`config.mk`:
```
export PLATFORM = sky130hd
export DESIGN_NAME = slm_ctrl
export DESIGN_NICKNAME = d
export VERILOG_FILES = /design/src/rtl/slm_pkg.sv /design/src/rtl/slm_ctrl.sv
export SDC_FILE = /design/constraint.sdc
export NUM_CORES = 1
export LEC_CHECK = 0
export ABC_AREA = 0
export ABC_CLOCK_PERIOD_IN_PS = 1800
export BUFFER_PORTS_ARGS = -buffer_cell sky130_fd_sc_hd__buf_2
export CORE_UTILIZATION = 48
export DETAILED_ROUTE_END_ITERATION = 12
export GPL_TIMING_DRIVEN = 0
export PLACE_DENSITY = 0.84
export SLEW_MARGIN = 20
export SYNTH_ARGS = -nofsm -noshare
export SYNTH_HDL_FRONTEND = slang
export SYNTH_SLANG_ARGS = --single-unit
```
`constraint.sdc`:
```
create_clock -name clock -period 1.8 [get_ports clock]
set_clock_uncertainty 0.15 [all_clocks]
set_input_delay 0.09 -clock clock [delete_from_list [all_inputs] [get_ports clock]]
set_output_delay 0.09 -clock clock [all_outputs]
set_load 0.01 [all_outputs]
```
`src/rtl/slm_pkg.sv`:
```
`timescale 1ns / 1ps
`default_nettype none

package slm_pkg;

   // Field and store widths
   localparam int SAMPLE_W    = 16;
   localparam int OUT_W       = 16;
   localparam int CNT_W       = 11;
   localparam int RANK_W      = 10;
   localparam int MIN_SAMPLES = 4;
   localparam int MAX_SAMPLES = 1024;
   localparam int SUM_W       = 64;
   localparam int MUL_W       = 33;
   localparam int PROD_W      = 2 * MUL_W;
   localparam int DVD_W       = 80;
   localparam int DEN_W       = 64;
   localparam int QUO_W       = 18;
   localparam int DCNT_W      = 7;
   localparam int STEP_W      = 4;

   // Reciprocal of three, applied as (v * RECIP3) >> 33, exact for v < 2^32
   localparam logic signed [MUL_W-1:0] RECIP3 = 33'sh0_AAAA_AAAB;
   localparam int RECIP3_SHIFT = 33;

   localparam logic [STEP_W-1:0] SAMPLE_LAST = 4'd12;
   localparam logic [STEP_W-1:0] FIN_LAST    = 4'd14;

   typedef enum logic [4:0] {
      MUL_NONE, MUL_LL, MUL_RR, MUL_IR, MUL_L3, MUL_R3, MUL_DL, MUL_DR,
      MUL_A, MUL_B, MUL_X2, MUL_X3, MUL_X4, MUL_D1, MUL_D2L, MUL_D2H,
      MUL_NN, MUL_D4L, MUL_D4H
   } mul_op_type;

   typedef enum logic [1:0] {
      FLD_MEAN, FLD_CV, FLD_SKEW, FLD_KURT
   } field_type;

   typedef enum logic [1:0] {
      STAT_OK, STAT_MEAN_ZERO, STAT_L2_ZERO, STAT_SAT
   } status_type;

   typedef enum logic [2:0] {
      S_IDLE, S_SAMPLE, S_FINAL, S_DIVWAIT, S_EMIT
   } state_type;

   typedef struct packed {
      mul_op_type mul_op;
      logic       load_x;
      logic       next_rank;
      logic       clear_run;
      logic       div_start;
      field_type  fld;
      logic       out_load;
   } cmd_type;

   typedef struct packed {
      logic last;
      logic div_done;
      logic rsp_busy;
   } stat_type;

   typedef struct packed {
      mul_op_type mul_op;
      logic       div_start;
      field_type  fld;
   } fin_type;

   // Per-sample weight and accumulate sequence
   function automatic mul_op_type sample_op(input logic [STEP_W-1:0] step);
      mul_op_type op;
      case (step)
         4'd0:    op = MUL_LL;
         4'd1:    op = MUL_RR;
         4'd2:    op = MUL_IR;
         4'd3:    op = MUL_L3;
         4'd4:    op = MUL_R3;
         4'd5:    op = MUL_DL;
         4'd6:    op = MUL_DR;
         4'd7:    op = MUL_A;
         4'd8:    op = MUL_B;
         4'd9:    op = MUL_X2;
         4'd10:   op = MUL_X3;
         4'd11:   op = MUL_X4;
         default: op = MUL_NONE;
      endcase
      return op;
   endfunction

   // End-of-run denominator and division sequence
   function automatic fin_type fin_op(input logic [STEP_W-1:0] step);
      fin_type f;
      f.mul_op    = MUL_NONE;
      f.div_start = 1'b0;
      f.fld       = FLD_MEAN;
      case (step)
         4'd0:    begin f.div_start = 1'b1; f.fld = FLD_MEAN; end
         4'd1:    f.mul_op = MUL_D1;
         4'd3:    begin f.div_start = 1'b1; f.fld = FLD_CV; end
         4'd4:    f.mul_op = MUL_D2L;
         4'd5:    f.mul_op = MUL_D2H;
         4'd7:    begin f.div_start = 1'b1; f.fld = FLD_SKEW; end
         4'd8:    f.mul_op = MUL_NN;
         4'd10:   f.mul_op = MUL_D4L;
         4'd11:   f.mul_op = MUL_D4H;
         4'd13:   begin f.div_start = 1'b1; f.fld = FLD_KURT; end
         default: f.mul_op = MUL_NONE;
      endcase
      return f;
   endfunction

endpackage

`default_nettype wire

```
`src/rtl/slm_ctrl.sv`:
```
`timescale 1ns / 1ps
`default_nettype none

module slm_ctrl (
   input  wire logic              clock,
   input  wire logic              reset,
   input  wire logic              req_valid,
   output logic                   req_ready,
   output slm_pkg::cmd_type       cmd,
   input  wire slm_pkg::stat_type stat
);

   slm_pkg::state_type           state_ff, state_in;
   logic [slm_pkg::STEP_W-1:0]   step_ff, step_in;
   slm_pkg::fin_type             fin;

   assign fin = slm_pkg::fin_op(step_ff);

   always_ff @(posedge clock) begin
      if (reset) begin
         state_ff <= slm_pkg::S_IDLE;
         step_ff  <= '0;
      end else begin
         state_ff <= state_in;
         step_ff  <= step_in;
      end
   end

   // Next state
   always_comb begin
      state_in = state_ff;
      step_in  = step_ff;
      case (state_ff)
         slm_pkg::S_IDLE: begin
            step_in = '0;
            if (req_valid)
               state_in = slm_pkg::S_SAMPLE;
         end
         slm_pkg::S_SAMPLE: begin
            if (step_ff == slm_pkg::SAMPLE_LAST) begin
               step_in  = '0;
               state_in = stat.last ? slm_pkg::S_FINAL : slm_pkg::S_IDLE;
            end else begin
               step_in = step_ff + 1'b1;
            end
         end
         slm_pkg::S_FINAL: begin
            step_in = step_ff + 1'b1;
            if (step_ff == slm_pkg::FIN_LAST)
               state_in = slm_pkg::S_EMIT;
            else if (fin.div_start)
               state_in = slm_pkg::S_DIVWAIT;
         end
         slm_pkg::S_DIVWAIT: begin
            if (stat.div_done)
               state_in = slm_pkg::S_FINAL;
         end
         slm_pkg::S_EMIT: begin
            if (!stat.rsp_busy)
               state_in = slm_pkg::S_IDLE;
         end
         default: state_in = slm_pkg::S_IDLE;
      endcase
   end

   // Outputs
   always_comb begin
      cmd       = '0;
      cmd.fld   = slm_pkg::FLD_MEAN;
      cmd.mul_op = slm_pkg::MUL_NONE;
      req_ready = 1'b0;
      case (state_ff)
         slm_pkg::S_IDLE: begin
            req_ready  = 1'b1;
            cmd.load_x = req_valid;
         end
         slm_pkg::S_SAMPLE: begin
            cmd.mul_op    = slm_pkg::sample_op(step_ff);
            cmd.next_rank = (step_ff == slm_pkg::SAMPLE_LAST) && !stat.last;
         end
         slm_pkg::S_FINAL: begin
            cmd.mul_op    = fin.mul_op;
            cmd.div_start = fin.div_start;
            cmd.fld       = fin.fld;
         end
         slm_pkg::S_EMIT: begin
            cmd.out_load  = !stat.rsp_busy;
            cmd.clear_run = !stat.rsp_busy;
         end
         default: ;
      endcase
   end

   // Checks
   a_ready_idle: assert property (@(posedge clock) disable iff (reset)
      req_ready |-> state_ff == slm_pkg::S_IDLE) else $error("ready outside idle");
   a_wait_exit: assert property (@(posedge clock) disable iff (reset)
      (state_ff == slm_pkg::S_DIVWAIT && stat.div_done) |=> state_ff == slm_pkg::S_FINAL)
      else $error("missed division completion");

endmodule

`default_nettype wire

```
# Word-level counts from Yosys, hierarchy flattened
# Memory sizes are Yosys's and may differ from the RTL's. A register that Yosys moved wholly into a read port is not among the register bits.
# Cells that the tools add are included.
# word_totals
mem_bits_ro	64
output_inout_bits	13
n_memories	1
regBits	7
# classes
add_sub_neg	1
reduce_logical	7
muxes	20
n_eq_ne	20
# mem_list
memory	depth	word_bits	read_ports	rd_clocked_by_memory_dff	write_ports	line	source
(name not given)	16	4	1	1	0	slm_pkg.sv:72	case (step)
# ops
op	count
$pmux W5 S6	1
$eq A4 B4 Y1 const B	6
$mux W3	7
$pmux W3 S5	1
$eq A4 B3 Y1 const B	3
$mux W4	3
$pmux W3 S4	1
$pmux W4 S3	1
$pmux W5 S2	1
$ne A2 B2 Y1 const B	4
$eq A3 B2 Y1 const B	2
$reduce_and A5 Y1	1
$add A4 B1 Y4 const B	1
$eq A4 B1 Y1 const B	1
$eq A4 B2 Y1 const B	1
$logic_not A4 Y1	1
$mux W1	4
$eq A3 B1 Y1 const B	1
$eq A3 B3 Y1 const B	1
$logic_not A3 Y1	1
$ne A3 B3 Y1 const B	1
$reduce_bool A3 Y1	1
$logic_not A1 Y1	2
$mux W2	1
$logic_and A1 B1 Y1	1

# Logic depth before layout (Yosys ltp)
# logic_depth
depth_word	5
mapped_depth	9

# Least setup slack after synthesis
# No wires, ideal clock.
# synth_path
kind	reg-to-reg
start	register step_ff[0] (netlist name)
end	register (tool-made name)
slack_ns	-0.151
n_path_buf	0
path_stages_with_launch	10
arrival_ns	1.680
setup_time_ns	0.121
synth_period_minus_slack_ns	1.951
cell_sequence	dfxtp_1 -> inv_1 -> ha_1 -> nand3_1 -> and2_4 -> o21ai_1 -> a21oi_2 -> ha_1 -> nor2_1 -> mux2_4
# synth_lines
item	line	source
start: declaration	slm_ctrl.sv:14	logic [slm_pkg::STEP_W-1:0] step_ff, step_in;
start signal: assignment	slm_ctrl.sv:25	step_ff <= step_in;

==> results.txt <==
----------------------------------------------------
[Synth]
  Cells after Synth ... roughly 120
  Sequential element share of the synthesized area ... between 20% and 30%
  Synth Cell Area ... approximately 940 um2
  Synth top area cells ... sky130_fd_sc_hd__dfxtp_1 (23%), sky130_fd_sc_hd__ha_1 (8.0%), sky130_fd_sc_hd__a21oi_1 (5.9%)
  Synth Register Bits ... 11
  Number of nets in the synthesized netlist ... about 130
  Post-Syn Area per Cell ... 7.875 um2
  Fraction of synthesized cell area taken by the top area cell type ... between 20% and 30%
  Count of cell types in the netlist ... 43
  Synthesis warning total ... 0
  Most area-hungry cell type in the Yosys netlist ... sky130_fd_sc_hd__dfxtp_1

[GRT]
  Antenna violations before repair ... 0
  Largest net degree at the start of global routing ... 11
  Via count of the first global-routing pass ... 913
  Overall fraction of global-route tracks in use ... between 20 and 30%
  Aggregate global routing overflow ... 0
  Wire length of the first global-routing pass ... ~3800 um

[Worst setup path]
  Biggest cell delay along the critical path ... approximately 380 ps
  Most prevalent standard cell on the critical path ... sky130_fd_sc_hd__ha_4
  Slack of the worst reg-to-reg path ... -60 ps
  Largest driver fanout on the critical path ... 6
  Cell with the largest stage delay on the worst path ... sky130_fd_sc_hd__dfxtp_4
  Cell type group with the largest total delay on the critical path ... flip-flops
  Capturing element type of the critical path ... flop
  Worst reg-to-reg path cell count ... 9
  Critical path depth in cells ... 9
  Worst path cell trace ... inv_4 > ha_4 > nand3_2 > and2_4 > o21ai_4 > a21oi_4 > ha_4 > nor2_2 > mux2_4
  Endpoint required time on the critical path ... 1810 ps
  Type of the worst setup path ... reg2reg
  WP buf/inv ... 1
  Data arrival time at the worst-slack endpoint ... 1870 ps
  CP startpoint kind ... flop

[Drt]
  Average vias per placed instance ... approximately 5.6
  Total detailed-routing wirelength ... 2503 um
  Iteration-0 DRC count of the detailed router ... 23
  First drt pass iteration count ... 4
  Total vias in the final route ... between 1,000 and 1,500
  Number of remaining DRC errors ... 0
  Wire length per cell ... 13.83 um
  Post-detailed-route count of antenna-violating nets ... 0

[Clock network]
  Clock-pin slew of the registers on the worst-case setup and hold paths ... 70 ps
  Clk sinks ... 11
  Clock H-tree levels ... 1
  Buffers from clock root to sink, at most ... 2
  TritonCTS clock tree ... yes
  Source-to-sink clock delay at the later pin of the worst-skew pair ... 270 ps
  Total CTS buffers ... 3
  Root Buffer Master ... sky130_fd_sc_hd__clkbuf_4

[Floorplan]
  Number of primary I/O pins ... 19
  Die area ... 0.002133 mm2
  Cell row count ... 15
  Die Wd ... about 46 um
  Die height ... 46.19 um
  Initial core utilization ... about 53%
  Floorplan core area ... 0.001783 mm2

[STA]
  Hold Violations, Final ... 0
  Slack of the critical path ... -59.64 ps
  Max-slew violation total from the final report ... 0
  Achievable frequency ... 537.7 MHz
  Transition time of the tightest slew-check pin ... about 620 ps
  Min Clock Period, post-route ... 1860 ps
  Number of endpoints failing setup at the final stage ... 5
  Crit share post-route ... 103.3%
  Setup TNS after final layout ... -112.9 ps
  Hold WS ... 48.46 ps
  Unrepaired setup endpoints after global routing ... true
  Max-Slew Margin vs Limit ... 58.91%

[Layout]
  Highest-count cells in the layout ignoring fill and taps ... sky130_fd_sc_hd__buf_2 (18), sky130_fd_sc_hd__buf_4 (17), sky130_fd_sc_hd__nand2_1 (12)
  Share of layout cells above drive strength 1 ... 52.56%
  Net count, final ... roughly 170
  Final non-filler cell area ... roughly 0.0014 mm2
  Leading cell type in the layout, fill and taps excluded ... sky130_fd_sc_hd__buf_2
  Register area ... about 240 um2
  Number of fill cells in the layout ... about 120
  Synthesis-to-layout area growth ... 51.40%
  Number of antenna cells inserted ... 0
  Core occupancy in the finished layout ... 79.58%
  Final instance count without filler cells ... between 150 and 200
  Multi-input logic area ... between 700 and 800 um2

[Pwr]
  Total power after layout ... 1.484 mW
  Sequential share of power ... ~24%
  Power density over cell area ... between 1000 and 1500 mW/mm2
  P_leak ... roughly 0.56 nW
  Combinational group share of total power ... between 60 and 70%
  Clk network pwr share ... 11.5%
  Sw Pwr ... 0.6360 mW
  Internal power contribution ... between 0.8 and 0.9 mW
  Maximum vdd ir drop ... between 0.0006 and 0.0007 V
  Share of total power consumed by net switching ... 42.85%

[Min path]
  Hold path depth ... 3
  Kind of path behind the tightest hold check ... in2reg

[Outcome]
  Violations in the final reports ... negative setup slack
  Outcome ... complete, but fails checks

[Place]
  Number of I/O port buffers ... 18
  Placed wire-length estimate ... between 1500 and 2000 um
  Placed cell areas ... between 0.001 and 0.0015 mm2
  Gp weighted congestion ... ~0.87
  Total placed cells including tap cells ... between 150 and 200
  Placement-stage worst setup slack ... -207.0 ps

[Job]
  Max-cap check violation count ... 0

----------------------------------------------------
-- final cells by class --
type	instances	area share (%)
inverter	9	2.734
clock buffer	4	1.852
multi-input combinational	91	56.26
tap	25	2.205
timing repair buffer	34	15.87
buffer	7	4.497
sequential	11	16.58
-- layer usage --
| metal | vias up | global-route usage (%) | wire (um) |
|---|---|---|---|
| met1 | 471 | 26.78 | 975 |
| met5 | - | 0 | 0 |
| met2 | 36 | 48.73 | 1354 |
| met4 | 0 | 6.471 | 28 |
| met3 | 4 | 7.059 | 145 |
| li1 | 506 | - | - |
-- worst reg2reg max path, delay by kind of cell, from the launching register on --
family | cells | cell delay, ps
mux | 1 | 250
simple gates | 3 | 280
buf+inv | 1 | 50
flops | 1 | 380
fa+ha+maj | 2 | 340
compound gates | 2 | 300
-- Yosys cell counts (all sizes together) --
cell	n
or3	1
o311ai	1
nand4	1
a21oi	12
nor2b	1
dfxtp	11
a21o	3
nor3b	3
mux2	2
a32o	1
a22oi	3
clkbuf	2
a211oi	1
a221oi	1
o31ai	2
buf	6
nor3	7
nand3	6
and2	3
inv	9
mux2i	1
a31oi	2
nand2	12
nor4	2
ha	6
a311oi	1
o21ai	8
a21boi	1
nor2	5
xor2	1
and3	1
o211a	1
xnor2	2
-- power by group through the flow --
stage          Clock, mW  Combinational (mW)  Sequential, mW
2_1_floorplan          0               0.520           0.348
3_3_place_gp           0               0.648           0.358
3_5_place_dp           0               0.663           0.361
4_1_cts            0.169               0.896           0.356
5_1_grt            0.186                1.04           0.363
6_report           0.170               0.955           0.359
-- cells by family (layout without fill, tap and decap cells) --
group / Yosys count / in the layout / synth area share (%)
compound gates: 37 / 37 / 26.44
xor+xnor: 3 / 3 / 2.804
fa+ha+maj: 6 / 6 / 8.010
buf+inv: 17 / 54 / 9.345
flops: 11 / 11 / 23.50
mux: 3 / 3 / 3.871
simple gates: 42 / 42 / 26.03
-- worst paths after layout --
| path | start | endpoint |
|---|---|---|
| min | stat[0] | state_ff[2] |
| max | step_ff[0] | flop |
| min reg2reg | state_ff[0] | state_ff[2] |
| max reg2reg | step_ff[0] | flop |
-- timing repair --
action / in CTS / in global routing
setup endpoints to repair: 11 / 15
pin swaps: 9 / 10
setup buffers: 10 / 5
endpoints found under the hold margin: 1 / 0
gates resized for setup: 25 / 16
hold buffers: 1 / 0
No activity file was read; power rests on OpenSTA's default activity.
